==> src/hw/rtl/lruwe_pkg.sv <==
`default_nettype none

package lruwe_pkg;

  localparam logic [1:0] FUNC_LOOKUP = 2'd0;
  localparam logic [1:0] FUNC_INSERT = 2'd1;
  localparam logic [1:0] FUNC_CLEAR  = 2'd2;

  localparam logic [4:0] MAX_ENTRIES_RST = 5'd16;
  localparam logic [3:0] MAX_RES         = 4'd8;
  localparam logic       REG_MAX_ENTRIES = 1'b0;
  localparam int unsigned PADDR_W        = 3;

  typedef struct packed {
    logic [1:0]  func;
    logic [63:0] key;
    logic        no_compile;
    logic        artifact_present;
    logic        copy_ok;
    logic [31:0] now;
  } req_t;

  typedef struct packed {
    logic        hit;
    logic        evicted_valid;
    logic [63:0] evicted_key;
    logic [5:0]  entry_count;
    logic        last;
  } res_t;

  typedef enum logic [3:0] {
    ST_IDLE,
    ST_DECODE,
    ST_SCAN,
    ST_SCAN_END,
    ST_APPLY,
    ST_CHECK,
    ST_EMIT,
    ST_EV_SCAN,
    ST_EV_END,
    ST_EV_TAKE
  } ctrl_state_e;

  typedef struct packed {
    logic load;
    logic clear_all;
    logic scan_start;
    logic ev_start;
    logic rd;
    logic apply;
    logic emit_plain;
    logic ev_take;
  } ctl_t;

  typedef struct packed {
    logic [1:0] func;
    logic       no_compile;
    logic       idx_last;
    logic       need_evict;
    logic       more;
  } stat_t;

  // floor(m*4/5) as a multiply by 205/1024, exact for m*4 below 1024
  function automatic logic [4:0] watermark(logic [4:0] m);
    logic [14:0] p;
    p = 15'({m, 2'b00}) * 15'd205;
    return p[14:10];
  endfunction

endpackage

`default_nettype wire

==> src/hw/rtl/lruwe_ram.sv <==
`default_nettype none

module lruwe_ram #(
  parameter int unsigned WIDTH = 32,
  parameter int unsigned DEPTH = 32,
  localparam int unsigned AW   = $clog2(DEPTH)
) (
  input  wire logic             clk_i,
  input  wire logic             we_i,
  input  wire logic [AW-1:0]    waddr_i,
  input  wire logic [WIDTH-1:0] wdata_i,
  input  wire logic [AW-1:0]    raddr_i,
  output logic      [WIDTH-1:0] rdata_o
);

  logic [WIDTH-1:0] mem [DEPTH];
  logic [WIDTH-1:0] rdata_q;

  always_ff @(posedge clk_i) begin
    if (we_i) begin
      mem[waddr_i] <= wdata_i;
    end
    rdata_q <= mem[raddr_i];
  end

  assign rdata_o = rdata_q;

endmodule

`default_nettype wire

==> src/hw/rtl/lruwe_ctrl.sv <==
`default_nettype none

module lruwe_ctrl
  import lruwe_pkg::*;
(
  input  wire logic  clk_i,
  input  wire logic  rst_ni,
  input  wire logic  start,
  output logic       busy,
  input  wire stat_t st_i,
  output ctl_t       ctl_o
);

  ctrl_state_e state_q, state_d;

  always_ff @(posedge clk_i or negedge rst_ni) begin
    if (!rst_ni) begin
      state_q <= ST_IDLE;
    end else begin
      state_q <= state_d;
    end
  end

  always_comb begin
    state_d = state_q;
    ctl_o   = '0;
    unique case (state_q)
      ST_IDLE: begin
        if (start) begin
          ctl_o.load = 1'b1;
          state_d    = ST_DECODE;
        end
      end
      ST_DECODE: begin
        if (st_i.func == FUNC_CLEAR) begin
          ctl_o.clear_all = 1'b1;
          state_d         = ST_EMIT;
        end else if ((st_i.func == FUNC_LOOKUP || st_i.func == FUNC_INSERT) &&
                     !st_i.no_compile) begin
          ctl_o.scan_start = 1'b1;
          state_d          = ST_SCAN;
        end else begin
          state_d = ST_EMIT;
        end
      end
      ST_SCAN: begin
        ctl_o.rd = 1'b1;
        if (st_i.idx_last) begin
          state_d = ST_SCAN_END;
        end
      end
      // last read is compared here
      ST_SCAN_END: state_d = ST_APPLY;
      ST_APPLY: begin
        ctl_o.apply = 1'b1;
        state_d     = ST_CHECK;
      end
      ST_CHECK: begin
        if (st_i.need_evict) begin
          ctl_o.ev_start = 1'b1;
          state_d        = ST_EV_SCAN;
        end else begin
          state_d = ST_EMIT;
        end
      end
      ST_EMIT: begin
        ctl_o.emit_plain = 1'b1;
        state_d          = ST_IDLE;
      end
      ST_EV_SCAN: begin
        ctl_o.rd = 1'b1;
        if (st_i.idx_last) begin
          state_d = ST_EV_END;
        end
      end
      ST_EV_END: state_d = ST_EV_TAKE;
      ST_EV_TAKE: begin
        ctl_o.ev_take = 1'b1;
        if (st_i.more) begin
          ctl_o.ev_start = 1'b1;
          state_d        = ST_EV_SCAN;
        end else begin
          state_d = ST_IDLE;
        end
      end
      default: state_d = ST_IDLE;
    endcase
  end

  assign busy = (state_q != ST_IDLE);

endmodule

`default_nettype wire

==> src/hw/rtl/lruwe_dp.sv <==
`default_nettype none

module lruwe_dp
  import lruwe_pkg::*;
#(
  parameter int unsigned SLOTS = 32
) (
  input  wire logic       clk_i,
  input  wire logic       rst_ni,
  input  wire req_t       req_i,
  input  wire logic [4:0] max_entries_i,
  input  wire ctl_t       ctl_i,
  output stat_t           st_o,
  output logic            res_valid_o,
  output res_t            res_o
);

  localparam int unsigned IW   = $clog2(SLOTS);
  localparam int unsigned CW   = $clog2(SLOTS + 1);
  localparam int unsigned CMPW = (CW > 6) ? CW : 6;

  req_t             req_q;
  logic [SLOTS-1:0] valid_q, valid_d;
  logic [CW-1:0]    count_q, count_d, cnt_dec;
  logic [IW-1:0]    idx_q, idx_d;
  logic             chk_vld_q;
  logic [IW-1:0]    chk_idx_q;
  logic             ev_mode_q, ev_mode_d;
  logic             match_q, match_d, free_q, free_d, found_q, found_d;
  logic [IW-1:0]    match_idx_q, match_idx_d, free_idx_q, free_idx_d;
  logic [IW-1:0]    best_idx_q, best_idx_d;
  logic [31:0]      best_time_q, best_time_d;
  logic [63:0]      best_key_q, best_key_d;
  logic             hit_q, hit_d, added_q, added_d;
  logic [3:0]       n_q, n_d;
  logic             res_valid_q;
  res_t             res_q, res_d;

  logic             key_we, time_we;
  logic [IW-1:0]    time_waddr;
  logic [63:0]      key_rd;
  logic [31:0]      time_rd;
  logic [4:0]       target;
  logic             more;
  logic [5:0]       cnt_sat, cnt_dec_sat;

  lruwe_ram #(.WIDTH(64), .DEPTH(SLOTS)) u_key_ram (
    .clk_i   (clk_i),
    .we_i    (key_we),
    .waddr_i (free_idx_q),
    .wdata_i (req_q.key),
    .raddr_i (idx_q),
    .rdata_o (key_rd)
  );

  lruwe_ram #(.WIDTH(32), .DEPTH(SLOTS)) u_time_ram (
    .clk_i   (clk_i),
    .we_i    (time_we),
    .waddr_i (time_waddr),
    .wdata_i (req_q.now),
    .raddr_i (idx_q),
    .rdata_o (time_rd)
  );

  assign target  = watermark(max_entries_i);
  assign cnt_dec = count_q - CW'(1);
  assign more    = (CMPW'(cnt_dec) > CMPW'(target)) && ((n_q + 4'd1) < MAX_RES);
  assign cnt_sat     = (CMPW'(count_q) > CMPW'(63)) ? 6'd63 : 6'(count_q);
  assign cnt_dec_sat = (CMPW'(cnt_dec) > CMPW'(63)) ? 6'd63 : 6'(cnt_dec);

  // store updates
  always_comb begin
    valid_d    = valid_q;
    count_d    = count_q;
    hit_d      = hit_q;
    added_d    = added_q;
    key_we     = 1'b0;
    time_we    = 1'b0;
    time_waddr = match_idx_q;
    if (ctl_i.load) begin
      hit_d   = 1'b0;
      added_d = 1'b0;
    end
    if (ctl_i.clear_all) begin
      valid_d = '0;
      count_d = '0;
    end
    if (ctl_i.apply) begin
      priority if (req_q.func == FUNC_LOOKUP) begin
        if (match_q) begin
          if (!req_q.artifact_present) begin
            valid_d[match_idx_q] = 1'b0;
            count_d              = cnt_dec;
          end else if (req_q.copy_ok) begin
            time_we = 1'b1;
            hit_d   = 1'b1;
          end
        end
      end else if (req_q.func == FUNC_INSERT) begin
        if (match_q) begin
          time_we = 1'b1;
        end else if (req_q.copy_ok && free_q) begin
          key_we              = 1'b1;
          time_we             = 1'b1;
          time_waddr          = free_idx_q;
          valid_d[free_idx_q] = 1'b1;
          count_d             = count_q + CW'(1);
          added_d             = 1'b1;
        end
      end
    end
    if (ctl_i.ev_take) begin
      valid_d[best_idx_q] = 1'b0;
      count_d             = cnt_dec;
    end
  end

  // slot walk: key match and free slot, or oldest entry
  always_comb begin
    idx_d       = idx_q;
    ev_mode_d   = ev_mode_q;
    match_d     = match_q;
    match_idx_d = match_idx_q;
    free_d      = free_q;
    free_idx_d  = free_idx_q;
    found_d     = found_q;
    best_idx_d  = best_idx_q;
    best_time_d = best_time_q;
    best_key_d  = best_key_q;
    if (ctl_i.scan_start || ctl_i.ev_start) begin
      idx_d     = '0;
      ev_mode_d = ctl_i.ev_start;
      match_d   = 1'b0;
      free_d    = 1'b0;
      found_d   = 1'b0;
    end
    if (ctl_i.rd) begin
      idx_d = idx_q + IW'(1);
    end
    if (chk_vld_q) begin
      if (!ev_mode_q) begin
        if (valid_q[chk_idx_q] && key_rd == req_q.key && !match_q) begin
          match_d     = 1'b1;
          match_idx_d = chk_idx_q;
        end
        if (!valid_q[chk_idx_q] && !free_q) begin
          free_d     = 1'b1;
          free_idx_d = chk_idx_q;
        end
      end else if (valid_q[chk_idx_q] && (!found_q || time_rd < best_time_q)) begin
        // strict compare keeps the lowest slot on equal times
        found_d     = 1'b1;
        best_idx_d  = chk_idx_q;
        best_time_d = time_rd;
        best_key_d  = key_rd;
      end
    end
  end

  always_comb begin
    n_d = n_q;
    if (ctl_i.load) begin
      n_d = '0;
    end else if (ctl_i.ev_take) begin
      n_d = n_q + 4'd1;
    end
  end

  always_comb begin
    res_d = res_q;
    if (ctl_i.emit_plain) begin
      res_d.hit           = hit_q;
      res_d.evicted_valid = 1'b0;
      res_d.evicted_key   = '0;
      res_d.entry_count   = cnt_sat;
      res_d.last          = 1'b1;
    end else if (ctl_i.ev_take) begin
      res_d.hit           = 1'b0;
      res_d.evicted_valid = 1'b1;
      res_d.evicted_key   = best_key_q;
      res_d.entry_count   = cnt_dec_sat;
      res_d.last          = !more;
    end
  end

  always_ff @(posedge clk_i or negedge rst_ni) begin
    if (!rst_ni) begin
      valid_q     <= '0;
      count_q     <= '0;
      idx_q       <= '0;
      chk_vld_q   <= 1'b0;
      chk_idx_q   <= '0;
      ev_mode_q   <= 1'b0;
      match_q     <= 1'b0;
      free_q      <= 1'b0;
      found_q     <= 1'b0;
      hit_q       <= 1'b0;
      added_q     <= 1'b0;
      n_q         <= '0;
      res_valid_q <= 1'b0;
    end else begin
      valid_q     <= valid_d;
      count_q     <= count_d;
      idx_q       <= idx_d;
      chk_vld_q   <= ctl_i.rd;
      chk_idx_q   <= idx_q;
      ev_mode_q   <= ev_mode_d;
      match_q     <= match_d;
      free_q      <= free_d;
      found_q     <= found_d;
      hit_q       <= hit_d;
      added_q     <= added_d;
      n_q         <= n_d;
      res_valid_q <= ctl_i.emit_plain || ctl_i.ev_take;
    end
  end

  always_ff @(posedge clk_i) begin
    if (ctl_i.load) begin
      req_q <= req_i;
    end
    match_idx_q <= match_idx_d;
    free_idx_q  <= free_idx_d;
    best_idx_q  <= best_idx_d;
    best_time_q <= best_time_d;
    best_key_q  <= best_key_d;
    res_q       <= res_d;
  end

  assign st_o.func       = req_q.func;
  assign st_o.no_compile = req_q.no_compile;
  assign st_o.idx_last   = (idx_q == IW'(SLOTS - 1));
  assign st_o.need_evict = added_q && (CMPW'(count_q) > CMPW'(max_entries_i));
  assign st_o.more       = more;

  assign res_valid_o = res_valid_q;
  assign res_o       = res_q;

endmodule

`default_nettype wire

==> src/hw/rtl/lru_index_watermark_evict_unit.sv <==
// Lookup and insert: one pass over the slots through the key RAM read port. An insert
// that evicts gives one result per eviction, each after a new pass over the slots, at
// most 8 evictions per item. Clear, no_compile and unused codes skip the slot pass.
// One item at a time; busy is high while it runs and low again as its last result shows.
// Each result is shown for one cycle on res_valid_o; the receiver cannot stall.
// Reset empties the store and sets max_entries to 16; no clearing pass is needed.
`default_nettype none

module lru_index_watermark_evict_unit
  import lruwe_pkg::*;
#(
  parameter int unsigned SLOTS = 32
) (
  input  wire logic               clk_i,
  input  wire logic               rst_ni,
  input  wire logic               start,
  output logic                    busy,
  input  wire req_t               req_i,
  output logic                    res_valid_o,
  output res_t                    res_o,
  input  wire logic               psel,
  input  wire logic               penable,
  input  wire logic               pwrite,
  input  wire logic [PADDR_W-1:0] paddr,
  input  wire logic [31:0]        pwdata,
  output logic [31:0]             prdata,
  output logic                    pready
);

  logic [4:0] max_entries_q;
  ctl_t       ctl;
  stat_t      st;

  always_ff @(posedge clk_i or negedge rst_ni) begin
    if (!rst_ni) begin
      max_entries_q <= MAX_ENTRIES_RST;
    end else if (psel && penable && pwrite && paddr[PADDR_W-1] == REG_MAX_ENTRIES) begin
      max_entries_q <= pwdata[4:0];
    end
  end

  assign pready = 1'b1;
  assign prdata = (paddr[PADDR_W-1] == REG_MAX_ENTRIES) ? {27'd0, max_entries_q} : 32'd0;

  lruwe_ctrl u_ctrl (
    .clk_i  (clk_i),
    .rst_ni (rst_ni),
    .start  (start),
    .busy   (busy),
    .st_i   (st),
    .ctl_o  (ctl)
  );

  lruwe_dp #(.SLOTS(SLOTS)) u_dp (
    .clk_i         (clk_i),
    .rst_ni        (rst_ni),
    .req_i         (req_i),
    .max_entries_i (max_entries_q),
    .ctl_i         (ctl),
    .st_o          (st),
    .res_valid_o   (res_valid_o),
    .res_o         (res_o)
  );

endmodule

`default_nettype wire

==> config.mk <==
export PLATFORM = sky130hd
export DESIGN_NAME = lru_index_watermark_evict_unit
export DESIGN_NICKNAME = d
export VERILOG_FILES = /design/src/hw/rtl/lruwe_pkg.sv /design/src/hw/rtl/lruwe_ram.sv /design/src/hw/rtl/lruwe_ctrl.sv /design/src/hw/rtl/lruwe_dp.sv /design/src/hw/rtl/lru_index_watermark_evict_unit.sv
export SDC_FILE = /design/constraint.sdc
export NUM_CORES = 2
export LEC_CHECK = 0
export ABC_CLOCK_PERIOD_IN_PS = 7600
export BUFFER_PORTS_ARGS = -buffer_cell sky130_fd_sc_hd__buf_2
export CAP_MARGIN = 20
export CORE_MARGIN = 2
export CORE_UTILIZATION = 46
export CTS_CLUSTER_SIZE = 25
export DETAILED_ROUTE_END_ITERATION = 6
export GPL_TIMING_DRIVEN = 0
export PLACE_DENSITY = 0.66
export SLEW_MARGIN = 5
export SYNTH_ARGS = -nofsm -noshare
export SYNTH_HDL_FRONTEND = slang
export SYNTH_SLANG_ARGS = --single-unit
==> constraint.sdc <==
create_clock -name clk_i -period 7.6 [get_ports clk_i]
set_clock_uncertainty 0.05 [all_clocks]
set_input_delay 1.14 -clock clk_i [delete_from_list [all_inputs] [get_ports clk_i]]
set_output_delay 1.14 -clock clk_i [all_outputs]
set_load 0.01 [all_outputs]
Word-level counts from Yosys, hierarchy flattened. Memory sizes are Yosys's and may differ from the RTL's. A register that Yosys moved wholly into a read port is not among the register bits. Index checks and enable logic that the tools add are counted.

Logic and storage cells: 210. Flip-flop bits (word level): 354. Memories: 2. Output and inout bits: 108. Bits in writable memories: 3072.

$lt $le $gt $ge: 13. Muxes and demuxes: 101. Equal/unequal tests: 16. $mul: 1. Bitwise gates (word level): 7. Add/sub/neg operators: 4. Reduce and logical (&&, ||, !) cells: 35.

Memory list: u_dp.u_key_ram.mem (words 32, width 64, rd ports 1, clocked after memory_dff 1, write ports 1, line lruwe_ram.sv:16) `logic [WIDTH-1:0] mem [DEPTH];`; u_dp.u_time_ram.mem (words 32, width 32, rd ports 1, clocked after memory_dff 1, write ports 1, line lruwe_ram.sv:16).

Operators by type and width (count): two-way mux 32 bit (9); two-way mux 73 bit (2); two-way mux 6 bit (11); bitwise AND 32 bit (2); equality test 64 bit (1); NOT 32 bit (2); two-way mux 1 bit (56); two-way mux 5 bit (8); one-hot mux 4 bit (9 select lines) (1); less-than comparator 32 bit (1); OR 32 bit (1); less-than comparator 5 x 6 -> 1 bit, second input constant (4); two-way mux 4 bit (5); equality test 4 x 3 -> 1 bit, second input constant (4); demux 1 bit (select 5 bit) (3); greater-or-equal comparator 5 x 1 -> 1 bit, second input constant (3); logical AND 1 bit (14); multiplier 5 x 8 -> 13 bit, second input constant (1); greater-than comparator 6 x 5 -> 1 bit (2); greater-than comparator 6 bit, second input constant (2); AND reduction 3 bit (4); two-way mux 3 bit (3); equality test 4 x 2 -> 1 bit, second input constant (2); equality test 4 bit, second input constant (2); other kinds (21) (34).

Logic depth before layout (Yosys ltp).
Depth in word-level cells: 15. Mapped depth: 19. Mapped depth without buffers: 19.

Cells and area by module. From an unflattened synthesis, not the netlist that was laid out.

Cells, all modules: 6573. Area, all modules: 135090.8 um2.

Modules (own cells, without submodules): lruwe_ram (u_dp.u_key_ram) (cells an instance 3096, area each 78964.5 um2, times used 1); lruwe_ram (u_dp.u_time_ram) (cells an instance 2260, area each 40485.1 um2, times used 1); lruwe_dp (cells an instance 1122, area each 14796.7 um2, times used 1); lru_index_watermark_evict_unit (cells an instance 46, area each 467.9 um2, times used 1); lruwe_ctrl (cells an instance 49, area each 376.6 um2, times used 1).

Worst setup path after synthesis. No wires, ideal clock.

Path type: flip-flop to flip-flop. Start: reg u_dp.best_time_q[17]. End: reg u_dp.best_idx_q[0], enable pin. Arrival: 5.637 ns. Buffers on the path: 0. Cell stages (with the launch flop): 9. Slack: 1.351 ns. Path through: edfxtp_1 > inv_1 > ha_1 > a21o_1 > nand3_1 > a21oi_1 > a2111oi_0 > o2111ai_1 > nor2_1.

Word-level cells in the longest chain between the ends: 4.

Ends and longest elaborated chain: from (decl) (line lruwe_dp.sv:32) `logic [31:0] best_time_q, best_time_d;`; from (signal assigned) (line lruwe_dp.sv:225) `best_time_q <= best_time_d;`; less-than comparator 32 bit (line lruwe_dp.sv:150) `end else if (valid_q[chk_idx_q] && (!found_q || time_rd < best_time_q)) begin`; logical OR 1 bit (line lruwe_dp.sv:150); logical AND 1 bit (line lruwe_dp.sv:150); AND reduction 3 bit (no source line); to (signal assigned) (line lruwe_dp.sv:224) `best_idx_q <= best_idx_d;`; to (decl) (line lruwe_dp.sv:31) `logic [IW-1:0] best_idx_q, best_idx_d;`.

Every way passes these cells. A chain may end at the register's enable or synchronous reset.

Final worst setup path.
Start: reg max_entries_q[3]. End: reg u_ctrl.state_q[0].

Word-level cells in the longest chain between the ends: 5. Elaborated cells between the ends (all ways): 8. Classes of those cells: 1 x mul; 2 x order compare; 3 x mux; 2 x reduce/logical.

Ends and longest elaborated chain: from (decl) (line lru_index_watermark_evict_unit.sv:30) `logic [4:0] max_entries_q;`; from (signal assigned) (line lru_index_watermark_evict_unit.sv:38) `max_entries_q <= pwdata[4:0];`; multiplier 5 x 8 -> 13 bit (line lruwe_pkg.sv:66) `p = 15'({m, 2'b00}) * 15'd205;`; greater-than comparator 6 x 5 -> 1 bit (line lruwe_dp.sv:67) `assign more = (CMPW'(cnt_dec) > CMPW'(target)) && ((n_q + 4'd1) < MAX_RES);`; logical AND 1 bit (line lruwe_dp.sv:67); two-way mux 3 bit (line lruwe_ctrl.sv:79) `if (st_i.more) begin`; one-hot mux 4 bit (9 select lines) * (line lruwe_ctrl.sv:27) `unique case (state_q)`; to (signal assigned) (line lruwe_ctrl.sv:20) `state_q <= state_d;`; to (decl) (line lruwe_ctrl.sv:14) `ctrl_state_e state_q, state_d;`.

Every way passes the cells marked *; elsewhere a longest branch is shown, timed or not.

==> results.ini <==
[floorplanning]
pin_count=250
die_w_um=544
core_um2=291000
die_h_um=544
die-area_um2=296000
rows=198
start_util_pct=46.2

[route]
drtIter0Drc=12124
final_antenna_net_count=0
vias_per_cell=6.33
route.vias.total=72001
wl_um=417000
dr.pass1.iters=7
drc_errors=7
wl_per_cell_um=36.6

[setup_path]
criticalPathCategory=flip-flop to flip-flop
end_kind=flip-flop
crit_path_start_kind=flip-flop
cpMaxStageDelayCell=dfrtp_1
path_max_fanout=8
cp.required_ns=8.37
worstPathArrival_ns=5.97
max_stage_delay_ns=0.46
cp_cell_sequence=inv_1 -> ha_1 -> xnor2_1 -> xor2_1 -> ha_1 -> ha_1 -> or3_1 -> o221ai_1 -> a21oi_1 -> o22ai_1 -> nand2_1 -> xnor2_1 -> ha_1 -> o21ai_0 -> a21oi_1 -> o31ai_1 -> a211o_1 -> o21ai_0 -> or3_1
cpMostUsedCell=ha_1

[placement]
numPortBuffers=192
hpwl_um=280000
preCtsSetupSlack_ns=2.42
placedCellCount=10668
gp_congestion=0.904
placed_area_um2=145000

[pwr]
clkPwrFrac_pct=32.8
net-switching-power_mw=15.7
ir_worst_vdd_mv=0.239
total_power_mw=53.2
internal_power_mw=37.5
p_seq_share_pct=44.0
power.density_nw_per_um2=338
leakage_nw=50.8
p_comb_share_pct=23.2
netSwitchingFraction_pct=29.6

[synthesis]
synth_top_area_cell=edfxtp_1
synth_edf_count=3291
syn_area_um2=134000
avgSynthCellArea_um2=21.1
ys_seq_elements=3522
synth_top_area_share_pct=73.6
synth_top_flop_cell=edfxtp_1
synth_cell_type_count=70
async_reset_ff_share_pct=1.96
yosysSeqAreaShare_pct=77.3
synth.area.top_cells=edfxtp_1, mux4_2, dfxtp_1
synth_warnings=0
yosysMostFrequentCell=edfxtp_1
syn_inst=6352
synthTopCellsByCount=edfxtp_1, mux4_2, nand2_1

[timing]
period_share_pct=68.4
slew_headroom_pct=13.4
hold_violations=0
maxSlewViolCount=0
report.final.setup_viol=0
rsz0062_at_grt=no
fin_crit_ns=5.20
tightest_slew_ns=1.30
finalSetupTns_ns=0
fin_hold_ws_ns=0.305
fmax_mhz=192
fin_ws_ns=2.40

[layout]
finalInstanceArea_um2=157000
stdcell_count=11377
layout-drive-gt1-share_pct=27.3
fillCellCount=21719
area_delta_synth_final_pct=17.3
utilization_pct=54.2
final_nets=7382

[min_path]
hp-class=primary input to flip-flop

[clock_tree]
clockRootBuffer=clkbuf_16
clkTransAtPathRegs_ns=0.06
h-tree-depth=5
cts_resized=0
cts_num_sinks=3522
cts_buffers=357
tritoncts=done
clock_latency_ns=0.97
clock_path_buffers=4

[global_route]
grt_pass1_wl_um=564000
grt_pass1_vias=69924
antenna_found_initial=27
grt_max_degree=67
grt-ovfl-total=0
grt_usage_pct=27.9

[run_status]
status=finished, violations left
violations=DRC

[job]
max_cap_violations=0

-- critical path, delay by kind of cell (launching register included) --
kind,cells,cell delay (ns)
DFF,1,0.46
xor gates and xnor gates,3,0.86
adders and majority gates,4,1.07
AOI/OAI and AO/OA,8,1.64
and+or+nand+nor,3,0.81
buffers and inverters,1,0.17
-- cell families after synthesis --
| group | synth area share [%] |
|---|---|
| xor gates and xnor gates | 0.444 |
| other | 0.00559 |
| adders and majority gates | 0.643 |
| DFF | 77.3 |
| and+or+nand+nor | 2.12 |
| AOI/OAI and AO/OA | 2.88 |
| buffers and inverters | 1.48 |
| muxes | 15.1 |
-- final timing paths --
path	from	endpoint	slack, ns	cells after the start
worst max-delay path	max_entries_q[3]$_DFFE_PN0P_	u_ctrl.state_q[0]$_DFFE_PN0P_	2.40	19
worst min-delay path	req_i[89]	u_dp.req_q[89]$_DFFE_PP_	0.31	1
worst max register to register	max_entries_q[3]$_DFFE_PN0P_	u_ctrl.state_q[0]$_DFFE_PN0P_	2.40	19
worst min register to register	u_dp.idx_q[2]$_DFFE_PN0P_	u_dp.chk_idx_q[2]$_DFF_PN0_	0.33	0
max in group asynchronous	rst_ni	u_dp.found_q$_DFF_PN0_	6.40	3
min in group asynchronous	rst_ni	max_entries_q[1]$_DFFE_PN0P_	0.48	2
-- flip-flops by register name, indices dropped and copies added (netlist names), 6 cells and up --
register,flops
u_dp.best_key_q,64
u_dp.count_q,6
u_dp.u_time_ram.rdata_o,32
u_dp.best_time_q,32
u_dp.u_key_ram.mem,2048
u_dp.u_key_ram.rdata_o,64
u_dp.req_q,98
u_dp.u_time_ram.mem,1024
u_dp.valid_q,32
u_dp.res_o,73
-- final cells by class --
| class | count | area, um2 | share of cell area, % |
|---|---|---|---|
| timing repair buffer | 434 | 6100 | 3.87 |
| buffer | 351 | 1770 | 1.13 |
| antenna | 6 | 15.0 | 0.00954 |
| sequential | 3522 | 104000 | 65.9 |
| inverter | 68 | 275 | 0.175 |
| clock inverter | 198 | 1990 | 1.26 |
| multi-input combinational | 2437 | 29000 | 18.4 |
| clock buffer | 461 | 9560 | 6.07 |
| tap | 3900 | 4880 | 3.10 |
-- per-layer routing --
metal | vias to the layer above | wire [um] | track usage (%) | share of wire [%]
met1 | 38226 | 152000 | 37.8 | 37
li1 | 27945 | - | - | -
met3 | 876 | 51800 | 6.87 | 12
met2 | 4944 | 192000 | 43.2 | 46
met5 | - | 66 | 0 | 0.016
met4 | 10 | 20000 | 11.8 | 4.8
-- power groups by stage --
stage	logic [mW]	clock network [mW]	registers [mW]
CTS	11.9	17.6	23.6
detailed placement	11.8	0	24.0
finish	12.3	17.5	23.4
floorplan	7.47	0	23.4
global route	12.8	18.3	23.4
global placement	11.5	0	24.0
-- what timing repair did --
item | in CTS | in global routing
endpoints found under the hold margin | 2 | 0
buffers inserted | 0 | 0
hold buffers | 1 | 0
-- placed cells by master, fill, tap and decap left out, drive strengths merged, types with 28 or more instances in the layout --
cell	Yosys	layout
o21ai	112	112
mux2	89	89
clkbuf	162	624
clkinv	0	148
mux4	749	749
conb	2	28
a221oi	34	34
dfxtp	162	162
nor2	129	129
o22ai	99	99
xnor2	34	34
o221ai	98	98
xor2	34	34
a21oi	139	139
mux2i	239	239
buf	189	619
nor2b	79	79
ha	69	69
nand2	281	281
edfxtp	3291	3291
inv	68	84
dfrtp	68	68
Power figures use the tool's default switching activity.
